--- config.mk ---
export PLATFORM = sky130hd
export DESIGN_NAME = tnns_ram
export DESIGN_NICKNAME = d
export VERILOG_FILES = /design/src/tnns_ram.sv
export SDC_FILE = /design/constraint.sdc
export NUM_CORES = 1
export LEC_CHECK = 0
export ABC_AREA = 1
export BUFFER_PORTS_ARGS = -buffer_cell sky130_fd_sc_hd__buf_2
export CORE_ASPECT_RATIO = 2
export CORE_MARGIN = 8
export CORE_UTILIZATION = 63
export DETAILED_ROUTE_END_ITERATION = 12
export PLACE_DENSITY = 0.82
export SLEW_MARGIN = 30
export SYNTH_ARGS = -nofsm -noshare
export SYNTH_HDL_FRONTEND = slang
export SYNTH_SLANG_ARGS = --single-unit
--- constraint.sdc ---
create_clock -name clk_i -period 2.05 [get_ports clk_i]
set_clock_uncertainty 0.1 [all_clocks]
set_input_delay 0.41 -clock clk_i [delete_from_list [all_inputs] [get_ports clk_i]]
set_output_delay 0.41 -clock clk_i [all_outputs]
set_load 0.1 [all_outputs]
--- src/tnns_ram.sv ---
// generic single write port ram with registered read
module tnns_ram #(
  parameter int Width = 8,
  parameter int Depth = 16
) (
  input  logic                             clk_i,
  input  logic                             we_i,
  input  logic [$clog2(Depth)-1:0]         waddr_i,
  input  logic [Width-1:0]                 wdata_i,
  input  logic                             re_i,
  input  logic [$clog2(Depth)-1:0]         raddr_i,
  output logic [Width-1:0]                 rdata_o
);

  logic [Width-1:0] mem [Depth];
  logic [Width-1:0] rdata_q;

  always_ff @(posedge clk_i) begin
    if (we_i) begin
      mem[waddr_i] <= wdata_i;
    end
    if (re_i) begin
      rdata_q <= mem[raddr_i];
    end
  end

  assign rdata_o = rdata_q;

endmodule

* Word-level counts from Yosys, hierarchy flattened
Memories as Yosys holds them, arrays and structs flattened. A register that Yosys moved wholly into a read port is not among the register bits.
Index checks and enable logic that the tools add are counted.
** Word-level totals
- Bits in registers :: 0
- Memory bits (writable) :: 128
- Input bits :: 19
- Output and inout bits :: 8
- Word-level logic and storage cells :: 3
- Memories :: 1
** Memory list
- mem :: words 16, bits a word 8, read ports 1, clocked after Yosys merged registers in 1, wr ports 1, RTL line 15 : logic [Width-1:0] mem [Depth];
** Cells by class
- Mux-type cells :: 2
** Operators by type and width (number)
- 1-bit 2-to-1 mux :: 2

* Longest topological paths before layout
- Depth in word-level cells :: 2
- Gate-level depth with buffers :: 8
- Depth with buffers taken out :: 7

* Worst setup path before layout
No wires, ideal clock.
- Path kind :: input to register
- From :: input waddr_i[2]
- To :: memory mem[10][0] (enable)
- Setup time :: 370 ps
- Arrival time :: 991 ps
- Required time :: 1580 ps
- Slack :: 589 ps
- Cell stages on the path :: 2
- Buffers on the path :: 0
- Path through :: nand3b_1 -> nor2_1
** RTL lines
- from (decl) :: RTL line 8 : input logic [$clog2(Depth)-1:0] waddr_i,
- to (decl) :: RTL line 15
No word-level cell before the write port.

* Worst setup path in the final report
- From :: register rdata_q[3], in the netlist rdata_o[3], read port of mem
- To :: output rdata_o[3]
** RTL lines
- from (decl) :: RTL line 16 : logic [Width-1:0] rdata_q;
- to (decl) :: RTL line 12 : output logic [Width-1:0] rdata_o
No word-level cell between the ends.

==> run metrics <==
status complete, no violations; DIE AREA between 10,000 and 15,000 um2; RSZ-0062 raised after global routing no; CP Buf/Inv Count 1; CP max stage delay approximately 0.44 ns; DR WL/cell 18.2 um; setup_tns 0 ns; DR WL met2 6940 um; worst-path cell with the longest stage delay buf_2; # resized after CTS 0; Layout Nets 613; gpl congestion roughly 0.85; Setup CP Type reg2out; delay-heaviest family, CP buffers and inverters; PnR worst setup slack 0.321 ns; Power, Total about 6.5 mW; Reg power frac between 40% and 50%; Syn Inst Count roughly 550; Post-DP HPWL a little under 8000 um; initial antenna violation count 0; Comb pwr share 7.3%; Worst Hold Class in2reg; Slew HR between 50% and 60%; Syn Nets 570; GRT overflow 0; crit end category output pin; measured slew at the worst slew-check pin approximately 0.65 ns; final instance area between 6000 and 7000 um2; Final setup viols 0; largest net degree at the start of global routing between 60 and 70; Iter 0 DRT Violations ~350; maximum vdd ir drop 0.960 mV; Vias ~4,000; Sink Count around 140; count of port buffers added during placement 26; fin crit period 1.73 ns; first-pass GRT wire length 20,300 um; max_cap viols 0; htree depth 4; Root Buffer Master clkbuf_16; Seq cells post-synth between 100 and 150; Clk pwr share between 40% and 50%; crit-path cells buf_2; Post-DP Area just over 6000 um2; Via density between 5 and 6; leakage a little under 3 nW; final period utilization a little over four fifths; critical-path maximum fanout 1; vias in the first global route 4,040; Clock transition at path regs around 0.050 ns; sw frac a little over a fifth; row count 50; CTS Buf Count 17; wire length on met3 just under 900 um; DR top layer met4; Crit path required time about 1.5 ns; Vert. Die Dim around 150 um; met1 WL ~4700 um; register area share after synthesis around 70%; Global Route Usage Sum between 20% and 30%; pre-CTS setup slack ~0.29 ns; Net Switching between 1 and 1.5 mW; CTS Buffer Depth 2; Die W around 84 um; CP startpoint kind register; Max Clock Freq a little under 600 MHz; drt pass-1 iters 5; Internal approximately 5.1 mW; # IOs 27; Mean Syn Cell Area 10.6 um2; arrival time worst endpoint between 1 and 1.5 ns; WL final ~13,000 um; Area growth syn-to-layout 14.6%; diode count 0; Initial Utilization 63.6%; count of different cell masters after synthesis 11; Ys Warns 0; post-CTS setup buffer count 0; fraction of layout cells with a size suffix above 1 approximately 12%; flop2flop setup slack just under 0.8 ns; synthesized cell area roughly 5800 um2; CTS tree built; hold_buf cts 0; antenna-violating nets left 0; final hold vios 0; drt drc 0; Power Density around 970 nW/um2; core box area roughly 9200 um2; Slew Viols, Final 0; clk_lat worst skew roughly 0.41 ns
-- path summary, 6_finish.rpt --
check,startpoint,endpoint,depth (start not counted)
worst max-delay path,rdata_o[3]$_DFFE_PP_,rdata_o[3],1
worst min-delay path,re_i,rdata_o[0]$_DFFE_PP_,1
worst max register to register,mem[4][0]$_DFFE_PP_,rdata_o[0]$_DFFE_PP_,6
worst min register to register,mem[13][2]$_DFFE_PP_,rdata_o[2]$_DFFE_PP_,6
-- layout by cell type (no fill, tap or decap) --
master	count
buf_12	2
buf_2	26
buf_4	20
bufinv_16	3
clkbuf_1	1
clkbuf_16	17
clkinv_1	8
clkinv_2	2
clkinvlp_4	1
edfxtp_1	136
inv_1	100
inv_2	2
nand2_1	173
nand3_1	97
nand3b_1	2
nor2_1	17
-- stage by stage --
stage / utilization (%) / hold slack (ns) / cells
after floorplan: - / 0.409 / 551
after global placement: 66.7 / 0.608 / 679
after detailed placement: 66.7 / 0.625 / 679
after CTS: 72.8 / 0.240 / 711
after global routing: 72.8 / 0.236 / 711
final: 72.8 / 0.254 / 711
-- layout make-up --
class	instances	area, um2
Multi-Input combinational cell	289	1210
Timing Repair Buffer	48	320
Inverter	102	383
Fill cell	608	2500
Clock buffer	18	429
Tap cell	104	130
Sequential cell	136	4080
Clock inverter	14	138
-- routing by layer --
layer,vias to the layer above,GRT usage (%)
met3,35,6.26
met4,0,9.69
met2,203,36.0
met1,1855,22.6
met5,-,0
li1,1865,-
-- power by group through the flow --
stage | Clock (mW) | Sequential [mW] | Combinational (mW)
4_1_cts | 2.91 | 3.15 | 0.475
3_5_place_dp | 0 | 3.21 | 0.471
6_report | 2.88 | 3.15 | 0.477
3_3_place_gp | 0 | 3.21 | 0.458
5_1_grt | 3.04 | 3.16 | 0.508
2_1_floorplan | 0 | 3.30 | 0.220
-- registers in the layout, summed over array words and instances (netlist names) --
name	flops
rdata_o	8
mem	128
-- synth_stat cells --
| cell | number | area [um2] |
|---|---|---|
| buf_1 | 1 | 3.75 |
| buf_2 | 13 | 65.1 |
| buf_4 | 4 | 30.0 |
| buf_6 | 6 | 67.6 |
| edfxtp_1 | 136 | 4080 |
| inv_1 | 100 | 375 |
| inv_2 | 2 | 7.51 |
| nand2_1 | 173 | 649 |
| nand3_1 | 97 | 485 |
| nand3b_1 | 2 | 15.0 |
| nor2_1 | 17 | 63.8 |
-- cells by family after synthesis --
logic type / after synthesis / synth area share [%]
buffers and inverters: 126 / 9.39
flip-flops: 136 / 69.8
AND/OR/NAND/NOR: 289 / 20.8
No activity file was read; power rests on OpenSTA's default activity.
