<file path="src/tnns_pkg.sv">
// shared types, widths and command codes for the tree node search block
package tnns_pkg;

  localparam int MaxNodes = 1024;
  localparam int IdxW     = (MaxNodes > 1) ? $clog2(MaxNodes) : 1;
  localparam int CntW     = $clog2(MaxNodes + 1);

  localparam int CoordW   = 16;
  localparam int CostW    = 22;
  localparam int RegW     = 10;
  localparam int CfgIdxW  = 2;
  localparam int OutIdxW  = 10;
  localparam int OutCntW  = 11;
  localparam int SqW      = 2 * CoordW;
  localparam int DsqW     = SqW + 1;

  localparam int InFieldW  = 2 * CoordW + CostW;
  localparam int InDataW   = ((InFieldW + 7) / 8) * 8;
  localparam int OutFieldW = OutIdxW + 2 * CoordW + CostW + OutCntW;
  localparam int OutDataW  = ((OutFieldW + 7) / 8) * 8;
  localparam int InUserW   = 8;
  localparam int OutUserW  = 8;

  typedef enum logic [1:0] {
    CmdClear   = 2'd0,
    CmdAppend  = 2'd1,
    CmdNearest = 2'd2,
    CmdParent  = 2'd3
  } cmd_e;

  typedef enum logic [CfgIdxW-1:0] {
    RegRegionRadius  = 2'd0,
    RegNearestCutoff = 2'd1
  } reg_idx_e;

  localparam logic [RegW-1:0] RadiusReset = 10'd15;
  localparam logic [RegW-1:0] CutoffReset = 10'd1000;

  typedef struct packed {
    logic [CostW-1:0]  cost;
    logic [CoordW-1:0] y;
    logic [CoordW-1:0] x;
  } node_t;

  localparam int NodeW = $bits(node_t);

endpackage

</file>
<file path="src/tnns_dist.sv">
// two stage squared distance pipeline between a stored node and the query point
module tnns_dist (
  input  logic                          clk_i,
  input  logic                          rst_ni,
  input  logic                          vld_i,
  input  tnns_pkg::node_t               node_i,
  input  logic [tnns_pkg::IdxW-1:0]     idx_i,
  input  logic [tnns_pkg::CoordW-1:0]   px_i,
  input  logic [tnns_pkg::CoordW-1:0]   py_i,
  output logic                          vld_o,
  output tnns_pkg::node_t               node_o,
  output logic [tnns_pkg::IdxW-1:0]     idx_o,
  output logic [tnns_pkg::DsqW-1:0]     dsq_o,
  output logic                          busy_o
);
  import tnns_pkg::*;

  logic              vld_a_q, vld_b_q;
  node_t             node_a_q, node_b_q;
  logic [IdxW-1:0]   idx_a_q, idx_b_q;
  logic [CoordW-1:0] dx_d, dy_d, dx_q, dy_q;
  logic [SqW-1:0]    sqx_q, sqy_q;

  always_comb begin
    dx_d = (node_i.x > px_i) ? (node_i.x - px_i) : (px_i - node_i.x);
    dy_d = (node_i.y > py_i) ? (node_i.y - py_i) : (py_i - node_i.y);
  end

  always_ff @(posedge clk_i or negedge rst_ni) begin
    if (!rst_ni) begin
      vld_a_q <= 1'b0;
      vld_b_q <= 1'b0;
    end else begin
      vld_a_q <= vld_i;
      vld_b_q <= vld_a_q;
    end
  end

  always_ff @(posedge clk_i) begin
    dx_q     <= dx_d;
    dy_q     <= dy_d;
    node_a_q <= node_i;
    idx_a_q  <= idx_i;
    sqx_q    <= SqW'(dx_q) * SqW'(dx_q);
    sqy_q    <= SqW'(dy_q) * SqW'(dy_q);
    node_b_q <= node_a_q;
    idx_b_q  <= idx_a_q;
  end

  assign vld_o  = vld_b_q;
  assign node_o = node_b_q;
  assign idx_o  = idx_b_q;
  assign dsq_o  = {1'b0, sqx_q} + {1'b0, sqy_q};
  assign busy_o = vld_a_q | vld_b_q;

endmodule

</file>
<file path="config.mk">
export PLATFORM = sky130hd
export DESIGN_NAME = tnns_dist
export DESIGN_NICKNAME = d
export VERILOG_FILES = /design/src/tnns_pkg.sv /design/src/tnns_dist.sv
export SDC_FILE = /design/constraint.sdc
export NUM_CORES = 1
export LEC_CHECK = 0
export BUFFER_PORTS_ARGS = -buffer_cell sky130_fd_sc_hd__buf_2
export CAP_MARGIN = 15
export CORE_ASPECT_RATIO = 1.25
export CORE_MARGIN = 2
export CORE_UTILIZATION = 45
export CTS_CLUSTER_DIAMETER = 120
export DETAILED_ROUTE_END_ITERATION = 12
export PLACE_DENSITY_LB_ADDON = 0.12
export SYNTH_ARGS = -nofsm -noshare
export SYNTH_HDL_FRONTEND = slang
export SYNTH_SLANG_ARGS = --single-unit
</file>
<file path="constraint.sdc">
create_clock -name clk_i -period 17.13 [get_ports clk_i]
set_input_delay 3.426 -clock clk_i [delete_from_list [all_inputs] [get_ports clk_i]]
set_output_delay 3.426 -clock clk_i [all_outputs]
set_load 0.005 [all_outputs]
</file>
; After elaboration in Yosys (flattened, before gate mapping)
; Index checks and enable logic that the tools add are counted.
[word_totals]
regBits = 226
input_bits = 99
output_inout_bits = 99
word_cells = 26
[op_classes]
add_sub_neg = 5
multipliers = 2
magnitude_cmp = 2
mux = 2
bitwise = 1
[ops]
columns = operator, n
row1 = 16-bit by 16-bit multiplier with 32-bit output, 2
row2 = 16-bit subtractor, 4
row3 = 32-bit by 32-bit adder with 33-bit output, 1
row4 = 16-bit > comparator, 2
row5 = 16-bit 2-to-1 mux, 2
row6 = 1-bit bitwise OR, 1

; Logic depth before layout (Yosys ltp)
; Gate-level depths: netlist of the first run.
[depth]
word_depth = 2
ltp_mapped = 25
ltp_nobuf = 24

; Worst setup path after synthesis of the first run
; OpenSTA, ideal clock, no wires.
[synth_path]
kind = reg-to-reg
startpoint = reg dx_q[1]
endpoint = reg sqx_q[30]
t_arrival_ns = 6.015
required_ns = 17.058
path_slack_ns = 11.043
stages_incl_launch_ff = 26
n_path_buf = 2
cell_sequence = dfxtp_1 -> clkbuf_1 -> clkbuf_1 -> and2_1 -> fa_1 -> inv_1 -> fa_1 -> inv_1 -> fa_1 -> inv_1 -> fa_1 -> inv_1 -> fa_1 -> inv_1 -> fa_1 -> inv_1 -> ha_1 -> a21o_1 -> a21o_1 -> a21o_1 -> a31o_1 -> a221o_1 -> a21oi_2 -> o21ai_1 -> a211oi_2 -> xnor2_1
[synth_between]
elab_chain_len = 1
[synth_lines]
columns = element, line
row1 = "start, declared", tnns_dist.sv:21  ; logic [CoordW-1:0] dx_d, dy_d, dx_q, dy_q;
row2 = "start signal, assigned", tnns_dist.sv:40  ; dx_q <= dx_d;
row3 = 16-bit by 16-bit multiplier with 32-bit output, tnns_dist.sv:44  ; sqx_q <= SqW'(dx_q) * SqW'(dx_q);
row4 = "end signal, assigned", tnns_dist.sv:44
row5 = "end, declared", tnns_dist.sv:22  ; logic [SqW-1:0] sqx_q, sqy_q;
; No other way between the ends.

; Worst setup path after layout of the first run
[layout_path]
startpoint = reg sqx_q[3]
endpoint = out dsq_o[21] (netlist name)
[layout_between]
elab_chain_len = 1
[layout_lines]
columns = element, line
row1 = 32-bit by 32-bit adder with 33-bit output, tnns_dist.sv:53  ; assign dsq_o = {1'b0, sqx_q} + {1'b0, sqy_q};
row2 = "end, declared", tnns_dist.sv:13  ; output logic [tnns_pkg::DsqW-1:0] dsq_o,
; No other way between the ends.

==> results.json, run 1 <==
{
  "status": "completed",
  "final_antenna_net_count": 0,
  "yosysTopAreaCellShare": 0.285,
  "num_vias": 16500,
  "synth_area_um2": 23100,
  "port_buffers": 197,
  "crit_type": "flip-flop to output port",
  "clkLatencyLatePin_ns": 0.57,
  "post-dp-hpwl_mm": 41.9,
  "min_period_over_period": 0.400,
  "cts-resized-gates": 0,
  "dr.pass1.iters": 5,
  "path_buf_inv": 1,
  "max_freq_mhz": 146,
  "final_cell_count_no_fill": 3312,
  "slew_viol_final": 0,
  "wl_per_cell_um": 15.3,
  "final_layout_size_suffix_gt1_frac": 0.108,
  "synthArstFlopShare": 0.00893,
  "hold_class": "flip-flop to flip-flop",
  "fp-row-count": 92,
  "wl_mm": 50.7,
  "seq_area_frac_synth": 0.195,
  "cpMaxStageDelayCell": "a41oi_1",
  "routabilityCongestion": 0.855,
  "grt_pass1_vias": 17600,
  "hold_violations": 0,
  "arrival_ns": 3.43,
  "synth_seq_cells": 224,
  "crit_required_ns": 13.70,
  "start_util": 0.457,
  "grt_max_degree": 33,
  "clkTransAtPathRegs_ns": 0.06,
  "synthXorXnorAreaFrac": 0.0490,
  "cp_cell_sequence": "ha_1 > a21o_1 > a21oi_1 > o31a_1 > o21ai_1 > a41oi_1 > o21ai_1 > a21o_1 > a21oi_1 > xnor2_1 > buf_2",
  "grt_pass1_wl_mm": 84.6,
  "fin_skew_ns": 0.0142,
  "nFillCells": 4829,
  "grt_antenna_before_repair": 1,
  "coreArea_um2": 50500,
  "synth_edf_count": 0,
  "synth_warnings": 0,
  "synth_fa_ha_area_frac": 0.443,
  "cts_num_sinks": 224,
  "dp.cells": 3259,
  "cp-end-kind": "output port",
  "ys_top_cells_by_area": "fa_1 (28%), dfxtp_1 (19%), ha_1 (16%), inv_1 (9.4%), xnor2_1 (3.6%)",
  "final_util": 0.507,
  "h-tree-depth": 1,
  "synth_top_family_by_area": "adder cells",
  "drtIter0Drc": 709,
  "synth_ff_type": "dfxtp_1",
  "antenna_cells": 0,
  "top_layer_used": "met4",
  "critPathTopFamily": "compound AO/OA/AOI/OAI gates",
  "final_nets": 3352,
  "finalSetupViolations": 0,
  "clockBufferDepth": 3,
  "crit_path_start_kind": "flip-flop",
  "max_cap_viol_count": 0,
  "synth_simple_gate_area_frac": 0.0988,
  "wirelength_met1_mm": 21.0,
  "seq_area_um2": 4490,
  "final_cell_mix": "inv_1 (577), fa_1 (328), ha_1 (293)",
  "ioPinCount": 198,
  "critical_path_peak_fanout": 4,
  "area_growth_syn_to_layout_pct": 10.9,
  "slowest_delay_ns": 0.41,
  "die_w_um": 207,
  "die_area_um2": 53100,
  "grt_usage": 0.198,
  "cts_tree": "yes",
  "avgSynthCellArea_um2": 9.37,
  "slew_headroom": 0.403,
  "cts-root-buf": "clkbuf_16",
  "synth_compound_area_frac": 0.0963,
  "ys_types": 69,
  "syn-instance-count": 2464,
  "cts_setup_buffers": 0,
  "tns_ns": 0,
  "rsz0062_at_grt": "false",
  "period_needed_ns": 6.85,
  "route.detailed.drc": 0,
  "final_common_cell": "inv_1",
  "worst_pin_slew_ns": 0.891,
  "routed_via_density": 4.98,
  "met2_length_mm": 25.7,
  "synth_top_area_cell": "fa_1",
  "ctsHoldBuffers": 0,
  "wl_met3_mm": 2.72,
  "multiInputGateArea_um2": 16100,
  "numCtsBuffers": 28,
  "synth_fp_nets": 3184,
  "synth.area.mux_share": 0.0121,
  "overflow": 0,
  "die_h_um": 257
}
## stage by stage
step | instance area, µm² | setup WS [ns] | hold slack, ns
6_report | 25600 | 10.28 | 0.314
5_1_grt | 25600 | 10.04 | 0.322
4_1_cts | 25600 | 10.22 | 0.311
3_5_place_dp | 24600 | 10.50 | 0.312
3_3_place_gp | 24600 | 10.55 | 0.310
2_1_floorplan | 23100 | 11.04 | 0.310
## worst reg2reg max path, cell delays in order, from the launching register on
cell      delay (ns)
dfxtp_1         0.79
nand2_1         0.24
fa_1            0.59
inv_1           0.05
fa_1            0.52
inv_1           0.05
fa_1            0.48
fa_1            0.56
fa_1            0.42
fa_1            0.52
inv_1           0.05
ha_1            0.34
a21oi_1         0.16
o21ai_0         0.10
a21oi_1         0.34
a211oi_1        0.23
o31ai_1         0.43
nor2b_1         0.26
o21ai_1         0.10
a21oi_1         0.18
xnor2_1         0.13
## worst paths after layout
path / from / endpoint / slack [ns] / cells after the start
min: node_a_q[43] / node_o[43] / 0.31 / 0
max in group asynchronous: rst_ni / vld_a_q / 14.40 / 1
min in group asynchronous: rst_ni / vld_o / 2.64 / 1
max: sqx_q[3] / dsq_o[21] / 10.28 / 11
min reg2reg: node_a_q[43] / node_o[43] / 0.31 / 0
max reg2reg: dy_q[9] / sqy_q[31] / 10.51 / 20
## logic make-up (layout without fill, tap and decap cells)
group	after synthesis	count (layout)
mux	27	27
compound gates	341	341
flops	224	224
fa+ha+maj	621	621
simple gates	481	481
xor+xnor	129	129
buf+inv	641	831
## cells in the mapped netlist, types with 11 or more instances
master	instances
a211oi_1	15
a21o_1	55
a21oi_1	116
a31oi_1	11
and2_1	80
clkbuf_1	51
dfxtp_1	222
fa_1	328
ha_1	293
inv_1	577
mux2i_1	20
nand2_1	192
nand2b_1	11
nand3_1	15
nand4_1	14
nor2_1	93
nor2b_1	34
nor3_1	17
o21a_1	15
o21ai_0	46
o21ai_1	14
o21bai_1	17
xnor2_1	94
xor2_1	35
## state kept, by name, indices dropped and copies added, names as in the netlist, 10 cells and up
register,count
dx_q,16
dy_q,16
idx_a_q,10
idx_o,10
node_a_q,54
node_o,54
sqx_q,31
sqy_q,31
## cell type report
class,count,share of cell area
Clock buffer,41,0.0325
Multi-Input combinational cell,1599,0.631
Sequential cell,224,0.176
Clock inverter,11,0.00435
Timing Repair Buffer,202,0.0403
Inverter,577,0.0846
Tap cell,658,0.0322
## per-layer routing
layer	up-vias	GRT usage
met4	0	0.0595
met2	389	0.353
li1	7964	-
met1	8070	0.245
met3	71	0.0263
met5	-	0
Power of run 1 is left out: the tool's default activity adds up to more than one toggle a clock period on the data nets, which glitch-free logic cannot reach.
==> run 2: changes to the inputs <==
--- a/config.mk
+++ b/config.mk
@@ -5,6 +5,7 @@
 export SDC_FILE = /design/constraint.sdc
 export NUM_CORES = 1
 export LEC_CHECK = 0
+export ABC_AREA = 1
 export BUFFER_PORTS_ARGS = -buffer_cell sky130_fd_sc_hd__buf_2
 export CAP_MARGIN = 15
 export CORE_ASPECT_RATIO = 1.25
==> constraint.sdc (replaced) <==
create_clock -name clk_i -period 6.9 [get_ports clk_i]
set_input_delay 1.38 -clock clk_i [delete_from_list [all_inputs] [get_ports clk_i]]
set_output_delay 1.38 -clock clk_i [all_outputs]
set_load 0.005 [all_outputs]
==> run 2 against run 1 <==
Effect of this change: synthesized area rose by 17%; worst hold slack better by 0.0037 ns; setup slack lost 9.1 ns; via count increased by 31%; cell count up 42%; register-to-register slack got worse by 9.3 ns; synthesized cell count up 52%; sequential share of layout area shrank 2.3 points; core utilization is 0.96 points lower; global-route usage rose by 2.1 points; critical endpoint is now sqy_q[31]; largest cell class unchanged; highest routed layer unchanged.
==> results.json, run 2 <==
{
  "worstReg2RegStart": "dy_q[8]",
  "yosysTopAreaCellShare": 0.244,
  "cts_setup_buffers": 0,
  "ctsHoldBuffers": 0,
  "clkLatencyLatePin_ns": 0.58,
  "cp-end-kind": "flip-flop",
  "arrival_ns": 6.16,
  "reg2reg_slack_ns": 1.21,
  "final_util": 0.497,
  "hold_violations": 0,
  "final_nets": 4622,
  "cts-root-buf": "clkbuf_16",
  "num_vias": 21600,
  "syn-instance-count": 3754,
  "final_antenna_net_count": 0,
  "status": "completed",
  "fin_skew_ns": 0.0203,
  "cts_num_sinks": 224,
  "grt_pass1_vias": 22600,
  "ys_types": 36,
  "crit_type": "flip-flop to flip-flop",
  "synth_seq_cells": 224,
  "h-tree-depth": 1,
  "final_cell_mix": "nand2_1 (1165), inv_1 (1051), fa_1 (328)",
  "synth_common_cells": "nand2_1 (1165), inv_1 (1051), fa_1 (328)",
  "grt_pass1_wl_mm": 110,
  "ioPinCount": 198,
  "finalSetupViolations": 0,
  "synth_area_um2": 26900,
  "area_growth_syn_to_layout_pct": 9.60,
  "crit_path_start_kind": "flip-flop",
  "numCtsBuffers": 27,
  "cp_cell_sequence": "nand2_1 > fa_1 > inv_1 > fa_1 > inv_1 > fa_1 > inv_1 > fa_1 > fa_1 > inv_1 > fa_1 > inv_1 > ha_1 > nand2_1 > inv_1 > a21oi_1 > nand3_1 > nand2_1 > nand2_1 > nand2_1 > nand2_1",
  "die_w_um": 223,
  "worst_pin_slew_ns": 0.850,
  "synthArstFlopShare": 0.00893,
  "drtIter0Drc": 788,
  "routabilityCongestion": 0.892,
  "die_h_um": 277,
  "final_common_cell": "nand2_1",
  "critical_path_peak_fanout": 16,
  "seq_area_frac_synth": 0.167,
  "grt_max_degree": 24,
  "max_freq_mhz": 176,
  "post-dp-hpwl_mm": 55.6,
  "r2r_cells": 21,
  "synth_warnings": 0,
  "period_needed_ns": 5.69,
  "antenna_cells": 0,
  "routed_via_density": 4.61,
  "avgSynthCellArea_um2": 7.16,
  "grt_usage": 0.218,
  "route.detailed.drc": 0,
  "slew_viol_final": 0,
  "cpMaxStageDelayCell": "dfxtp_1",
  "crit_required_ns": 7.37,
  "synth_top_area_cell": "fa_1",
  "rsz0062_at_grt": "false",
  "synth_fp_nets": 4474,
  "r2r_end": "sqy_q[31]",
  "synth_ff_type": "dfxtp_1",
  "min_period_over_period": 0.825,
  "cts_tree": "yes",
  "whs_path_depth": 0,
  "max_cap_viol_count": 0,
  "design_area_um2": 29500,
  "ys_top_cells_by_area": "fa_1 (24%), dfxtp_1 (17%), nand2_1 (16%), inv_1 (15%), ha_1 (14%)",
  "tns_ns": 0,
  "clockBufferDepth": 3,
  "placed_area_um2": 28500,
  "wl_per_cell_um": 13.7,
  "wl_mm": 64.4,
  "start_util": 0.453,
  "synth_edf_count": 0,
  "grt_antenna_before_repair": 0,
  "cp-endpoint": "sqy_q[31]",
  "dr.pass1.iters": 7,
  "hold_class": "flip-flop to flip-flop",
  "cts-resized-gates": 0,
  "port_buffers": 197,
  "final_layout_size_suffix_gt1_frac": 0.0777,
  "fp-row-count": 100,
  "overflow": 0,
  "slew_headroom": 0.432,
  "slowest_delay_ns": 0.86,
  "crit_path_start": "dy_q[8]",
  "coreArea_um2": 59300,
  "die_area_um2": 61700,
  "clkTransAtPathRegs_ns": 0.07,
  "synth.most_common_cell": "nand2_1"
}
==> run 2: through the flow <==
stage	cells	setup WS [ns]	hold WS, ns
finish	4688	1.21	0.318
global route	4688	0.769	0.328
CTS	4688	1.15	0.323
detailed placement	4638	1.18	0.312
global placement	4638	1.22	0.310
floorplan	3754	1.73	0.310
==> run 2: how the worst min path moves through the flow <==
stage	start	to	slack (ns)
2_1_floorplan	idx_a_q[0]	idx_o[0]	0.31
3_3_place_gp	node_a_q[51]	node_o[51]	0.31
3_5_place_dp	node_a_q[0]	node_o[0]	0.31
4_1_cts	node_a_q[51]	node_o[51]	0.32
5_1_grt	node_a_q[8]	node_o[8]	0.33
6_report	node_a_q[51]	node_o[51]	0.32
==> run 2: worst max-delay path, delay by kind of cell (launching register included) <==
kind,cells,cell delay [ns]
flops,1,0.86
fa+ha+maj,7,3.33
buf+inv,6,0.31
simple gates,7,0.86
compound gates,1,0.24
==> run 2: cell families (layout without fill, tap and decap cells) <==
logic type	after synthesis	after routing	share of synthesized area
AOI/OAI and AO/OA	145	145	0.0312
xor gates and xnor gates	97	97	0.0316
adders and majority gates	621	621	0.380
buffers and inverters	1138	1307	0.161
DFF	224	224	0.167
and+or+nand+nor	1529	1529	0.228
==> run 2: metal layers <==
| layer | share of wire | global-route usage | up-vias |
|---|---|---|---|
| li1 | - | - | 11100 |
| met1 | 0.42 | 0.254 | 10000 |
| met2 | 0.52 | 0.415 | 381 |
| met3 | 0.037 | 0.0248 | 94 |
| met4 | 0.031 | 0.0681 | 0 |
| met5 | 0 | 0 | - |
==> run 2: cell type report <==
class / count / area, µm²
Clock buffer: 29 / 703
Clock inverter: 21 / 275
Tap cell: 765 / 957
Multi-Input combinational cell: 2392 / 18100
Fill cell: 6204 / 29800
Sequential cell: 224 / 4490
Inverter: 1056 / 3960
Timing Repair Buffer: 201 / 1020
Power of run 2 is left out for the same reason.
